File: src/rtl/core/ehc_pkg.sv
// shared types and constants for the ethernet header classifier
package ehc_pkg;

  localparam int MAX_FRAME_BYTES = 2047;
  localparam int CNT_W           = $clog2(MAX_FRAME_BYTES + 1);

  localparam logic [15:0] TYPE_IPV4 = 16'h0800;
  localparam logic [15:0] TYPE_ARP  = 16'h0806;
  localparam logic [15:0] LLC_LIMIT = 16'd1500;
  localparam logic [7:0]  PROTO_ICMP = 8'd1;

  typedef enum logic [2:0] {
    FC_LLC   = 3'd0,
    FC_IPV4  = 3'd1,
    FC_ARP   = 3'd2,
    FC_OTHER = 3'd3,
    FC_TRUNC = 3'd4
  } frame_class_t;

  typedef enum logic [2:0] {
    ICMP_ECHO_REQ     = 3'd0,
    ICMP_ECHO_REPLY   = 3'd1,
    ICMP_UNREACH_LOW  = 3'd2,
    ICMP_UNREACH_HIGH = 3'd3,
    ICMP_TIME_EXCEED  = 3'd4,
    ICMP_OTHER        = 3'd5
  } icmp_class_t;

  typedef enum logic [1:0] {
    LLC_I = 2'd0,
    LLC_S = 2'd1,
    LLC_U = 2'd2
  } llc_kind_t;

  typedef enum logic [1:0] {
    PF_CLEAR = 2'd0,
    PF_POLL  = 2'd1,
    PF_FINAL = 2'd2
  } poll_final_t;

  typedef struct packed {
    logic [7:0] frame_byte;
    logic       last_byte;
  } in_item_t;

  typedef struct packed {
    frame_class_t frame_class;
    logic [15:0]  length_or_type;
    logic [5:0]   ip_header_bytes;
    logic [7:0]   ip_protocol;
    logic         checksum_ok;
    icmp_class_t  icmp_class;
    llc_kind_t    llc_kind;
    logic [6:0]   llc_send_number;
    logic [6:0]   llc_receive_number;
    logic [4:0]   llc_modifier;
    poll_final_t  llc_poll_final;
    logic [15:0]  arp_operation;
  } result_t;

endpackage

File: src/rtl/core/ethernet_header_classifier_core.sv
// ethernet header classifier: streams frame bytes, emits one summary per frame
//
// input transaction: one frame byte (destination mac first) with in_last_byte
// high on the final byte. one output transaction follows each frame, carrying
// the frame class, length/type word, ipv4 header length, protocol, checksum
// check, icmp class, llc control decode and arp operation.
// bytes flow through an input register, the field capture and decode logic,
// and a result register. out_valid rises when the result register loads the
// summary decoded from the last byte. one byte is taken every cycle unless a
// last byte waits for room in the result register; a non-final byte never
// waits on the output side. bytes past the frame limit are counted as nothing.
// when the receiver stalls, the result register holds; bytes of the next
// frame keep flowing until its last byte reaches the input register, which
// then waits there, with in_ready low, until the result is taken.
// reset (rst_n low at a clock edge) drops any partial frame and pending
// result and clears all frame state; no clearing pass is needed afterward.
module ethernet_header_classifier_core (
  input  logic        clk,
  input  logic        rst_n,
  input  logic        in_valid,
  output logic        in_ready,
  input  logic [7:0]  in_frame_byte,
  input  logic        in_last_byte,
  output logic        out_valid,
  input  logic        out_ready,
  output logic [2:0]  out_frame_class,
  output logic [15:0] out_length_or_type,
  output logic [5:0]  out_ip_header_bytes,
  output logic [7:0]  out_ip_protocol,
  output logic        out_checksum_ok,
  output logic [2:0]  out_icmp_class,
  output logic [1:0]  out_llc_kind,
  output logic [6:0]  out_llc_send_number,
  output logic [6:0]  out_llc_receive_number,
  output logic [4:0]  out_llc_modifier,
  output logic [1:0]  out_llc_poll_final,
  output logic [15:0] out_arp_operation
);
  import ehc_pkg::*;

  in_item_t in_item;
  in_item_t item;
  logic     item_valid;
  logic     advance;
  logic     can_load;
  result_t  result;
  result_t  out_result;

  assign in_item.frame_byte = in_frame_byte;
  assign in_item.last_byte  = in_last_byte;

  // only a last byte needs room in the result register
  assign advance = item_valid && (!item.last_byte || can_load);

  ehc_in_stage u_in_stage (
    .clk        (clk),
    .rst_n      (rst_n),
    .in_valid   (in_valid),
    .in_ready   (in_ready),
    .in_item    (in_item),
    .advance    (advance),
    .item_valid (item_valid),
    .item       (item)
  );

  ehc_parser u_parser (
    .clk    (clk),
    .rst_n  (rst_n),
    .step   (advance),
    .item   (item),
    .result (result)
  );

  ehc_out_stage u_out_stage (
    .clk        (clk),
    .rst_n      (rst_n),
    .load       (advance && item.last_byte),
    .result     (result),
    .can_load   (can_load),
    .out_valid  (out_valid),
    .out_ready  (out_ready),
    .out_result (out_result)
  );

  assign out_frame_class        = out_result.frame_class;
  assign out_length_or_type     = out_result.length_or_type;
  assign out_ip_header_bytes    = out_result.ip_header_bytes;
  assign out_ip_protocol        = out_result.ip_protocol;
  assign out_checksum_ok        = out_result.checksum_ok;
  assign out_icmp_class         = out_result.icmp_class;
  assign out_llc_kind           = out_result.llc_kind;
  assign out_llc_send_number    = out_result.llc_send_number;
  assign out_llc_receive_number = out_result.llc_receive_number;
  assign out_llc_modifier       = out_result.llc_modifier;
  assign out_llc_poll_final     = out_result.llc_poll_final;
  assign out_arp_operation      = out_result.arp_operation;

endmodule

File: src/rtl/core/ehc_in_stage.sv
// input register holding one frame byte ahead of the parser
module ehc_in_stage (
  input  logic             clk,
  input  logic             rst_n,
  input  logic             in_valid,
  output logic             in_ready,
  input  ehc_pkg::in_item_t in_item,
  input  logic             advance,
  output logic             item_valid,
  output ehc_pkg::in_item_t item
);
  import ehc_pkg::*;

  logic     valid_r;
  in_item_t item_r;

  assign in_ready   = !valid_r || advance;
  assign item_valid = valid_r;
  assign item       = item_r;

  always_ff @(posedge clk) begin
    if (!rst_n) begin
      valid_r <= 1'b0;
    end else if (in_ready) begin
      valid_r <= in_valid;
    end
  end

  always_ff @(posedge clk) begin
    if (in_ready && in_valid) begin
      item_r <= in_item;
    end
  end

endmodule

File: src/rtl/core/ehc_parser.sv
// frame state, per-byte field capture and summary decode
module ehc_parser (
  input  logic              clk,
  input  logic              rst_n,
  input  logic              step,
  input  ehc_pkg::in_item_t item,
  output ehc_pkg::result_t  result
);
  import ehc_pkg::*;

  localparam logic [CNT_W-1:0] CNT_MAX = CNT_W'(MAX_FRAME_BYTES);
  localparam logic [CNT_W-1:0] P_TYPE_HI = CNT_W'(12);
  localparam logic [CNT_W-1:0] P_TYPE_LO = CNT_W'(13);
  localparam logic [CNT_W-1:0] P_HDR     = CNT_W'(14);
  localparam logic [CNT_W-1:0] P_SSAP    = CNT_W'(15);
  localparam logic [CNT_W-1:0] P_CTRL1   = CNT_W'(16);
  localparam logic [CNT_W-1:0] P_CTRL2   = CNT_W'(17);
  localparam logic [CNT_W-1:0] P_LLC_END = CNT_W'(18);
  localparam logic [CNT_W-1:0] P_ARP_HI  = CNT_W'(20);
  localparam logic [CNT_W-1:0] P_ARP_LO  = CNT_W'(21);
  localparam logic [CNT_W-1:0] P_ARP_END = CNT_W'(22);
  localparam logic [CNT_W-1:0] P_PROTO   = CNT_W'(23);
  localparam logic [CNT_W-1:0] P_CSUM_HI = CNT_W'(24);
  localparam logic [CNT_W-1:0] P_CSUM_LO = CNT_W'(25);
  localparam logic [CNT_W-1:0] P_IP_MIN  = CNT_W'(26);
  localparam logic [CNT_W-1:0] Q_CSUM    = CNT_W'(11);

  logic [CNT_W-1:0] byte_count_r, byte_count_nxt, byte_count_upd;
  logic [15:0]      type_word_r, type_word_nxt, type_word_upd;
  logic [3:0]       hdr_words_r, hdr_words_nxt, hdr_words_upd;
  logic [20:0]      sum_r, sum_nxt, sum_upd;
  logic [7:0]       pend_r, pend_nxt, pend_upd;
  logic [15:0]      csum_r, csum_nxt, csum_upd;
  logic [7:0]       proto_r, proto_nxt, proto_upd;
  logic [15:0]      icmp_tc_r, icmp_tc_nxt, icmp_tc_upd;
  logic [23:0]      llc_r, llc_nxt, llc_upd;
  logic [15:0]      arp_op_r, arp_op_nxt, arp_op_upd;

  logic [CNT_W-1:0] p;
  logic [CNT_W-1:0] q;
  logic [CNT_W-1:0] hl_ext;
  logic [5:0]       hl;
  logic [7:0]       b;
  logic [CNT_W-1:0] need;
  logic [16:0]      fold1;
  logic [15:0]      fold2;
  logic [7:0]       ctl1, ctl2, icmp_t, icmp_c;
  logic             pf_bit;
  result_t          res;

  // frame state with this byte absorbed
  always_comb begin
    byte_count_upd = byte_count_r;
    type_word_upd  = type_word_r;
    hdr_words_upd  = hdr_words_r;
    sum_upd        = sum_r;
    pend_upd       = pend_r;
    csum_upd       = csum_r;
    proto_upd      = proto_r;
    icmp_tc_upd    = icmp_tc_r;
    llc_upd        = llc_r;
    arp_op_upd     = arp_op_r;
    p  = byte_count_r;
    b  = item.frame_byte;
    q  = p - P_HDR;
    if (step && (p == P_HDR)) begin
      hdr_words_upd = b[3:0];
    end
    hl     = {hdr_words_upd, 2'b00};
    hl_ext = CNT_W'(hl);
    if (step && (p < CNT_MAX)) begin
      byte_count_upd = p + CNT_W'(1);
      if (p == P_TYPE_HI) begin
        type_word_upd = {b, 8'h00};
      end else if (p == P_TYPE_LO) begin
        type_word_upd = {type_word_r[15:8], b};
      end else if (p >= P_HDR) begin
        if (type_word_r == TYPE_IPV4) begin
          if (!q[0]) begin
            pend_upd = b;
          end else if ((q < hl_ext) && (q != Q_CSUM)) begin
            sum_upd = sum_r + {5'd0, pend_r, b};
          end
          if (p == P_PROTO) proto_upd = b;
          if (p == P_CSUM_HI) csum_upd[15:8] = b;
          if (p == P_CSUM_LO) csum_upd[7:0] = b;
          if (p == P_HDR + hl_ext) icmp_tc_upd[15:8] = b;
          if (p == P_SSAP + hl_ext) icmp_tc_upd[7:0] = b;
        end else if (type_word_r < LLC_LIMIT) begin
          if (p == P_SSAP) llc_upd[23:16] = b;
          if (p == P_CTRL1) llc_upd[15:8] = b;
          if (p == P_CTRL2) llc_upd[7:0] = b;
        end else if (type_word_r == TYPE_ARP) begin
          if (p == P_ARP_HI) arp_op_upd[15:8] = b;
          if (p == P_ARP_LO) arp_op_upd[7:0] = b;
        end
      end
    end
  end

  // next frame state
  always_comb begin
    byte_count_nxt = byte_count_upd;
    type_word_nxt  = type_word_upd;
    hdr_words_nxt  = hdr_words_upd;
    sum_nxt        = sum_upd;
    pend_nxt       = pend_upd;
    csum_nxt       = csum_upd;
    proto_nxt      = proto_upd;
    icmp_tc_nxt    = icmp_tc_upd;
    llc_nxt        = llc_upd;
    arp_op_nxt     = arp_op_upd;
    // frame over: start clean for the next one
    if (step && item.last_byte) begin
      byte_count_nxt = '0;
      type_word_nxt  = '0;
      hdr_words_nxt  = '0;
      sum_nxt        = '0;
      pend_nxt       = '0;
      csum_nxt       = '0;
      proto_nxt      = '0;
      icmp_tc_nxt    = '0;
      llc_nxt        = '0;
      arp_op_nxt     = '0;
    end
  end

  // summary decode, taken from the state as updated by this byte
  always_comb begin
    res = '0;
    res.length_or_type = type_word_upd;
    res.icmp_class     = ICMP_OTHER;
    res.frame_class    = FC_OTHER;
    ctl1   = llc_upd[15:8];
    ctl2   = llc_upd[7:0];
    pf_bit = 1'b0;
    icmp_t = icmp_tc_upd[15:8];
    icmp_c = icmp_tc_upd[7:0];
    // ip header must reach past the checksum, and past type/code for icmp
    if (proto_upd == PROTO_ICMP) begin
      need = (hl_ext >= CNT_W'(10)) ? (P_CTRL1 + hl_ext) : P_IP_MIN;
    end else begin
      need = (hl_ext >= CNT_W'(12)) ? (P_HDR + hl_ext) : P_IP_MIN;
    end
    fold1 = {1'b0, sum_upd[15:0]} + {12'd0, sum_upd[20:16]};
    fold2 = fold1[15:0] + {15'd0, fold1[16]};
    if (byte_count_upd < P_HDR) begin
      res.frame_class = FC_TRUNC;
    end else if (type_word_upd < LLC_LIMIT) begin
      if (byte_count_upd < P_LLC_END) begin
        res.frame_class = FC_TRUNC;
      end else begin
        res.frame_class = FC_LLC;
        case (ctl1[1:0])
          2'b01: begin
            res.llc_kind           = LLC_S;
            res.llc_receive_number = ctl2[7:1];
            res.llc_modifier       = {3'd0, ctl1[3:2]};
            pf_bit                 = ctl2[0];
          end
          2'b11: begin
            res.llc_kind     = LLC_U;
            res.llc_modifier = {ctl1[7:5], ctl1[3:2]};
            pf_bit           = ctl1[4];
          end
          default: begin
            res.llc_kind           = LLC_I;
            res.llc_send_number    = ctl1[7:1];
            res.llc_receive_number = ctl2[7:1];
            pf_bit                 = ctl2[0];
          end
        endcase
        if (pf_bit) begin
          res.llc_poll_final = llc_upd[16] ? PF_FINAL : PF_POLL;
        end
      end
    end else if (type_word_upd == TYPE_IPV4) begin
      if (byte_count_upd < need) begin
        res.frame_class = FC_TRUNC;
      end else begin
        res.frame_class     = FC_IPV4;
        res.ip_header_bytes = hl;
        res.ip_protocol     = proto_upd;
        res.checksum_ok     = ((~fold2) == csum_upd);
        if (proto_upd == PROTO_ICMP) begin
          if (icmp_t == 8'd8 && icmp_c == 8'd0) begin
            res.icmp_class = ICMP_ECHO_REQ;
          end else if (icmp_t == 8'd0 && icmp_c == 8'd0) begin
            res.icmp_class = ICMP_ECHO_REPLY;
          end else if (icmp_t == 8'd3 && icmp_c <= 8'd3) begin
            res.icmp_class = ICMP_UNREACH_LOW;
          end else if (icmp_t == 8'd3 && icmp_c <= 8'd13) begin
            res.icmp_class = ICMP_UNREACH_HIGH;
          end else if (icmp_t == 8'd11 && icmp_c <= 8'd1) begin
            res.icmp_class = ICMP_TIME_EXCEED;
          end else begin
            res.icmp_class = ICMP_OTHER;
          end
        end
      end
    end else if (type_word_upd == TYPE_ARP) begin
      if (byte_count_upd < P_ARP_END) begin
        res.frame_class = FC_TRUNC;
      end else begin
        res.frame_class   = FC_ARP;
        res.arp_operation = arp_op_upd;
      end
    end
  end

  assign result = res;

  always_ff @(posedge clk) begin
    if (!rst_n) begin
      byte_count_r <= '0;
      type_word_r  <= '0;
      hdr_words_r  <= '0;
      sum_r        <= '0;
      pend_r       <= '0;
      csum_r       <= '0;
      proto_r      <= '0;
      icmp_tc_r    <= '0;
      llc_r        <= '0;
      arp_op_r     <= '0;
    end else begin
      byte_count_r <= byte_count_nxt;
      type_word_r  <= type_word_nxt;
      hdr_words_r  <= hdr_words_nxt;
      sum_r        <= sum_nxt;
      pend_r       <= pend_nxt;
      csum_r       <= csum_nxt;
      proto_r      <= proto_nxt;
      icmp_tc_r    <= icmp_tc_nxt;
      llc_r        <= llc_nxt;
      arp_op_r     <= arp_op_nxt;
    end
  end

`ifndef NO_ASSERTIONS
  a_count_range: assert property (@(posedge clk) disable iff (!rst_n)
    byte_count_r <= CNT_MAX)
    else $error("byte count beyond frame limit");

  a_clear_on_last: assert property (@(posedge clk) disable iff (!rst_n)
    step && item.last_byte |=> byte_count_r == '0 && type_word_r == '0)
    else $error("frame state not cleared after last byte");

  a_count_step: assert property (@(posedge clk) disable iff (!rst_n)
    step && !item.last_byte && byte_count_r < CNT_MAX
      |=> byte_count_r == $past(byte_count_r) + CNT_W'(1))
    else $error("byte count did not advance");

  a_icmp_only_ipv4: assert property (@(posedge clk) disable iff (!rst_n)
    res.frame_class != FC_IPV4 |-> res.icmp_class == ICMP_OTHER)
    else $error("icmp class outside an ipv4 frame");
`endif

endmodule

File: src/rtl/core/ehc_out_stage.sv
// result register toward the downstream receiver
module ehc_out_stage (
  input  logic             clk,
  input  logic             rst_n,
  input  logic             load,
  input  ehc_pkg::result_t result,
  output logic             can_load,
  output logic             out_valid,
  input  logic             out_ready,
  output ehc_pkg::result_t out_result
);
  import ehc_pkg::*;

  logic    valid_r;
  result_t result_r;

  assign can_load   = !valid_r || out_ready;
  assign out_valid  = valid_r;
  assign out_result = result_r;

  always_ff @(posedge clk) begin
    if (!rst_n) begin
      valid_r <= 1'b0;
    end else if (can_load) begin
      valid_r <= load;
    end
  end

  always_ff @(posedge clk) begin
    if (can_load && load) begin
      result_r <= result;
    end
  end

endmodule

File: config.mk
export PLATFORM = sky130hd
export DESIGN_NAME = ethernet_header_classifier_core
export DESIGN_NICKNAME = d
export VERILOG_FILES = /design/src/rtl/core/ehc_pkg.sv /design/src/rtl/core/ethernet_header_classifier_core.sv /design/src/rtl/core/ehc_in_stage.sv /design/src/rtl/core/ehc_parser.sv /design/src/rtl/core/ehc_out_stage.sv
export SDC_FILE = /design/constraint.sdc
export NUM_CORES = 1
export LEC_CHECK = 0
export BUFFER_PORTS_ARGS = -buffer_cell sky130_fd_sc_hd__buf_2
export CAP_MARGIN = 20
export CORE_MARGIN = 4
export CORE_UTILIZATION = 45
export DETAILED_ROUTE_END_ITERATION = 7
export PLACE_DENSITY_LB_ADDON = 0.1
export SKIP_CTS_REPAIR_TIMING = 1
export SLEW_MARGIN = 20
export SYNTH_ARGS = -nofsm -noshare
export SYNTH_HDL_FRONTEND = slang
export SYNTH_HIERARCHICAL = 1
export SYNTH_SLANG_ARGS = --single-unit
export TNS_END_PERCENT = 30
File: constraint.sdc
create_clock -name clk -period 12.02 [get_ports clk]
set_input_delay 1.803 -clock clk [delete_from_list [all_inputs] [get_ports clk]]
set_output_delay 1.803 -clock clk [all_outputs]
set_load 0.01 [all_outputs]
==> flow_summary.ini, run 1 <==
[critical_path]
cp.arrival_ns = 10.56
rrSetupSlack_ns = 2.87
cp-end-kind = flop
regToRegEndpoint = u_out_stage/out_result[42]
worstSetupPathType = in -> reg
crit_slowest_cell = a2111oi_2
slowest_delay_ns = 0.61
crit_buf_inv = 5
critPathRequiredTime_ns = 12.38
r2r.worst_path.cells = 36
crit_family = simple AND/OR/NAND/NOR gates
cp_max_fo = 17
worstReg2RegStart = u_out_stage/out_valid
crit_top_cell = ha_1
cp-start-kind = input pin

[cells_and_area]
area_delta_synth_final_pct = 13.7
drive_above_1_share_pct = 13.7
stdcell_count = 1641
design_area_um2 = 13100
finalNetCount = 1345
antenna_cells = 0

[place]
place_area_um2 = 12300
dp_cells = 1595
portBuffers = 90
dp_hpwl_um = 21100
place_worst_setup_slack_ns = 1.27
gp_congestion = 0.936

[yosys]
yosys_warnings = 6
synth.cell_area_um2 = 11600
synth_top_area_share_pct = 23.4
yosys.area.top_type = dfxtp_1
avgSynthCellArea_um2 = 9.51
ys_seq_elements = 220
synthArstFlopShare_pct = 0
synth_cells = 1216
ys_seq_area_share_pct = 45.4
synthTopCellsByArea = dfxtp_1 (23%), edfxtp_1 (22%), mux2i_1 (7.8%)
synth_cell_types = 87
synth_edf_count = 85
ys.flop_type = dfxtp_1

[global_route]
antenna_found_initial = 0
grt_util_met3_pct = 2.72
use_met1_pct = 28.8
grt.overflow.total = 0
grt_usage_pct = 21.0
grt_use_met2_pct = 34.1
grt_pass1_vias = 8711
grt_max_degree = 79
gr-max-usage-layer = met2
grt_pass1_wl_um = 48100

[timing]
maxSlewHeadroom_pct = 32.9
timing.final.crit_share_pct = 84.8
hold_viol_final = 0
setup_viol = 0
setup_tns_ns = 0
setup_ws_ns = 1.82
slew_violations = 0
period_needed_ns = 10.20
tightest_slew_ns = 1.01
clock_skew_ns = 0.0148
rsz0062_at_grt = no
fmax_mhz = 98.1

[drt]
ant_nets = 0
remaining_drc_errors = 0
wl_per_cell_um = 18.5
vias_per_cell = 5.57
vias = 9142
drtIter0Drc = 736
dr.pass1.iters = 6
wirelength_um = 30400

[hold_path]
hold_path_class = reg -> reg
min_delay_worst_endpoint = u_parser/pend_r[5]
min_delay_path_depth = 2
min_from = u_parser/pend_r[5]

[job]
drv_cap = 0

[clock_tree]
cts.clk_slew.worst_paths_ns = 0.06
cts.sinks = 220
cts_buffer_depth = 3
clk_latency_ns = 0.54
cts_buffers = 25
cts_tree = yes
h-tree-depth = 1
cts_root_buf = clkbuf_16

[floorplanning]
fp.dieH_um = 168
rows = 58
io_pins = 91
dieArea_um2 = 28300
fp.coreArea_um2 = 25300
die_w_um = 168
start_util_pct = 45.8

[status]
status = finished, final reports clean

[power]
power_density_nw_per_um2 = 123
p_total_uw = 1620
leakage_uw = 0.00516
ir_drop_v = 0.0000821
==> flip-flops by register name (all words and copies together), names as in the netlist <==
| signal | count |
|---|---|
| u_parser/type_word_r | 16 |
| u_parser/proto_r | 8 |
| u_parser/arp_op_r | 16 |
| u_parser/icmp_tc_r | 16 |
| u_parser/pend_r | 8 |
| u_parser/csum_r | 16 |
| u_parser/hdr_words_r | 4 |
| u_in_stage/item_valid | 1 |
| u_in_stage/item | 9 |
| u_out_stage/out_valid | 1 |
| u_out_stage/out_result | 76 |
| u_parser/byte_count_r | 11 |
| u_parser/llc_r | 17 |
| u_parser/sum_r | 21 |
==> layout by cell type (no fill, tap or decap), drive strengths merged, types with 7 or more instances in the layout <==
cell       n
a211oi     9
a21boi     7
a21oi     55
a22oi      8
and2       8
and3      15
buf      109
clkbuf    33
clkinv     7
dfxtp    135
edfxtp    85
ha        38
inv       42
mux2       8
mux2i     91
nand2     77
nand2b    11
nand3     34
nand4     11
nor2     215
nor2b     26
nor3      24
nor4      17
o2111ai    7
o211ai     7
o21a       7
o21ai     39
or3       13
xnor2     37
xor2      28
==> Yosys cell counts (all sizes together), types with 4 or more instances <==
cell and n:
nor2 215, dfxtp 135, mux2i 91, edfxtp 85, nand2 77, a21oi 55, clkbuf 45, inv 41
o21ai 39, ha 38, xnor2 37, nand3 34, xor2 28, nor2b 26, nor3 24, nor4 17
buf 16, and3 15, or3 13, nand2b 11, nand4 11, a211oi 9, a22oi 8, and2 8
mux2 8, a21boi 7, o2111ai 7, o211ai 7, o21a 7, a2111oi 6, a31oi 6, nor4b 6
o21bai 6, or4 6, a21o 5, o31ai 5, or2 5, a311oi 4, and4b 4
==> worst max path at each step <==
stage / from / to / slack [ns] / cells past startpoint
2_1_floorplan: out_ready / u_out_stage/out_result[42] / 2.14 / 36
3_3_place_gp: out_ready / u_out_stage/out_result[42] / 1.56 / 37
3_5_place_dp: out_ready / u_out_stage/out_result[42] / 1.27 / 37
4_1_cts: out_ready / u_out_stage/out_result[42] / 1.81 / 37
5_1_grt: out_ready / u_out_stage/out_result[42] / 1.12 / 37
6_report: out_ready / u_out_stage/out_result[42] / 1.82 / 37
==> power by group <==
group	switching, uW	internal [uW]
Clock	309	436
Combinational	56.1	21.3
Sequential	5.05	788
==> stage by stage <==
step | hold WS [ns] | util [%]
2_1_floorplan | 0.436 | -
3_3_place_gp | 0.446 | 48.9
3_5_place_dp | 0.453 | 48.9
4_1_cts | 0.461 | 52.1
5_1_grt | 0.487 | 52.1
6_report | 0.460 | 52.1
==> routing by layer <==
metal  up-vias  share of wire, %
li1       4502                 -
met2       279                46
met5         -                 0
met1      4296                45
met4         0               3.8
met3        65               5.5
==> layout make-up <==
class | count | area, um2
tap | 330 | 413
sequential | 220 | 5260
clock inverter | 13 | 139
timing repair buffer | 109 | 593
inverter | 41 | 154
multi-input combinational | 895 | 5930
fill | 2394 | 12100
clock buffer | 33 | 666
==> worst register-to-register path: cells and delay by family (launching register included) <==
kind | cells | cell delay, ns
xor gates and xnor gates | 2 | 0.23
and+or+nand+nor | 16 | 4.39
AOI/OAI and AO/OA | 9 | 2.07
adders and majority gates | 5 | 1.34
DFF | 1 | 0.33
buffers and inverters | 4 | 0.62
==> kinds of logic after synthesis <==
kind of cell             share of synthesized area (%)
AND/OR/NAND/NOR                                   20.8
flip-flops                                        45.4
AO/OA/AOI/OAI                                     11.7
buffers and inverters                             3.56
multiplexers                                      8.69
XOR/XNOR                                          5.31
adder cells (fa/ha/maj)                           4.46
other                                           0.0324
Power figures use the tool's default switching activity.
==> run 2, diff against run 1 <==
- clock period: 12.02 -> 9.35 ns (I/O delays scaled with it)
==> run 2 against run 1 <==
  * Core utilization up 0.43 points
  * Sequential share of layout area down 0.32 points
  * Power up 29%
  * Largest power group unchanged
  * Highest routed layer unchanged
==> flow_summary.ini, run 2 (synthesized netlist as in run 1, its figures left out) <==
[floorplanning]
rows = 58
die_w_um = 168
fp.dieH_um = 168
start_util_pct = 45.8
io_pins = 91
fp.coreArea_um2 = 25300
dieArea_um2 = 28300

[clock_tree]
cts.sinks = 220
cts_buffer_depth = 3
cts_tree = yes
cts_buffers = 25
h-tree-depth = 1
cts.clk_slew.worst_paths_ns = 0.06
clk_latency_ns = 0.54
cts_root_buf = clkbuf_16

[hold_path]
min_delay_worst_endpoint = u_parser/pend_r[2]
min_delay_path_depth = 2
min_from = u_parser/pend_r[2]
hold_path_class = reg -> reg

[cells_and_area]
stdcell_count = 1651
design_area_um2 = 13300
most-common-layout-cells = nor2_1 (214), dfxtp_1 (135), buf_2 (90)
antenna_cells = 0
fillerInstances = 2361
drive_above_1_share_pct = 14.5
finalNetCount = 1355
largest_register_ffs = 76
area_delta_synth_final_pct = 14.6
final_common_cell = nor2_1

[critical_path]
cp.arrival_ns = 9.16
cp-end-kind = flop
r2r.worst_path.cells = 31
crit_top_cell = ha_1
slowest_delay_ns = 0.57
critPathRequiredTime_ns = 9.72
regToRegEndpoint = u_out_stage/out_result[42]
cp-start-kind = input pin
crit_slowest_cell = or4b_1
worstReg2RegStart = u_parser/byte_count_r[6]
rrSetupSlack_ns = 1.18
worstSetupPathType = in -> reg
cp_max_fo = 6

[drt]
drtIter0Drc = 654
remaining_drc_errors = 0
wirelength_um = 30500
dr.pass1.iters = 6
vias = 9188
wl_per_cell_um = 18.5
vias_per_cell = 5.57
ant_nets = 0

[global_route]
grt_util_met3_pct = 3.17
antenna_found_initial = 0
use_met1_pct = 28.8
grt_max_degree = 101
grt_usage_pct = 21.1
gr-max-usage-layer = met2
grt_use_met2_pct = 35.0
grt.overflow.total = 0
grt_pass1_wl_um = 48300
grt_pass1_vias = 8676

[timing]
setup_tns_ns = 0
tightest_slew_ns = 1.05
setup_ws_ns = 0.553
timing.final.crit_share_pct = 94.1
fmax_mhz = 114
slew_violations = 0
clock_skew_ns = 0.0152
rsz0062_at_grt = no
setup_viol = 0
hold_viol_final = 0
period_needed_ns = 8.80
maxSlewHeadroom_pct = 29.6

[place]
gp_congestion = 0.934
place_area_um2 = 12400
place_worst_setup_slack_ns = 0.0445
dp_hpwl_um = 21400
dp_cells = 1604
portBuffers = 90

[power]
p_total_uw = 2090
power_density_nw_per_um2 = 158
leakage_uw = 0.00520
ir_drop_v = 0.000123

[job]
drv_cap = 0

[status]
status = finished, final reports clean
==> run 2: routing by layer <==
layer  routed length (um)  vias to the layer above
met3                 1680                       36
met5                    0                        -
li1                     -                     4519
met4                  669                        0
met1                13800                     4362
met2                14300                      271
==> run 2: worst max-delay path: cells and delay by family <==
kind                       cells  cell delay (ns)
AOI/OAI and AO/OA              8             1.70
buffers and inverters          3             0.16
xor gates and xnor gates       3             0.44
and+or+nand+nor               16             4.25
adders and majority gates      5             1.21
==> run 2: how the worst max path moves through the flow <==
stage / to / startpoint / slack [ns]
finish: u_out_stage/out_result[42] / out_ready / 0.55
global route: u_out_stage/out_result[42] / out_ready / 0.11
CTS: u_out_stage/out_result[42] / out_ready / 0.61
detailed placement: u_out_stage/out_result[42] / out_ready / 0.04
global placement: u_out_stage/out_result[42] / out_ready / 0.29
floorplan: u_out_stage/out_result[42] / out_ready / 0.03
==> run 2: metrics by stage <==
stage / util, % / hold WS [ns]
after global placement: 49.2 / 0.444
after global routing: 52.5 / 0.489
after detailed placement: 49.2 / 0.459
after CTS: 52.4 / 0.468
after floorplan: - / 0.436
final: 52.5 / 0.461
==> run 2: where the power goes <==
part / internal, uW / switching, uW / total, uW
Sequential: 1010 / 9.35 / 1020
Combinational: 29.0 / 68.9 / 97.9
Clock: 570 / 400 / 970
Total: 1610 / 478 / 2090
==> run 2: cell type report <==
class	count	area, um2	share of cell area (%)
Sequential cell	220	5260	39.7
Clock inverter	10	125	0.944
Clock buffer	36	687	5.18
Tap cell	330	413	3.12
Timing Repair Buffer	119	688	5.19
Multi-Input combinational cell	895	5930	44.8
Inverter	41	154	1.16
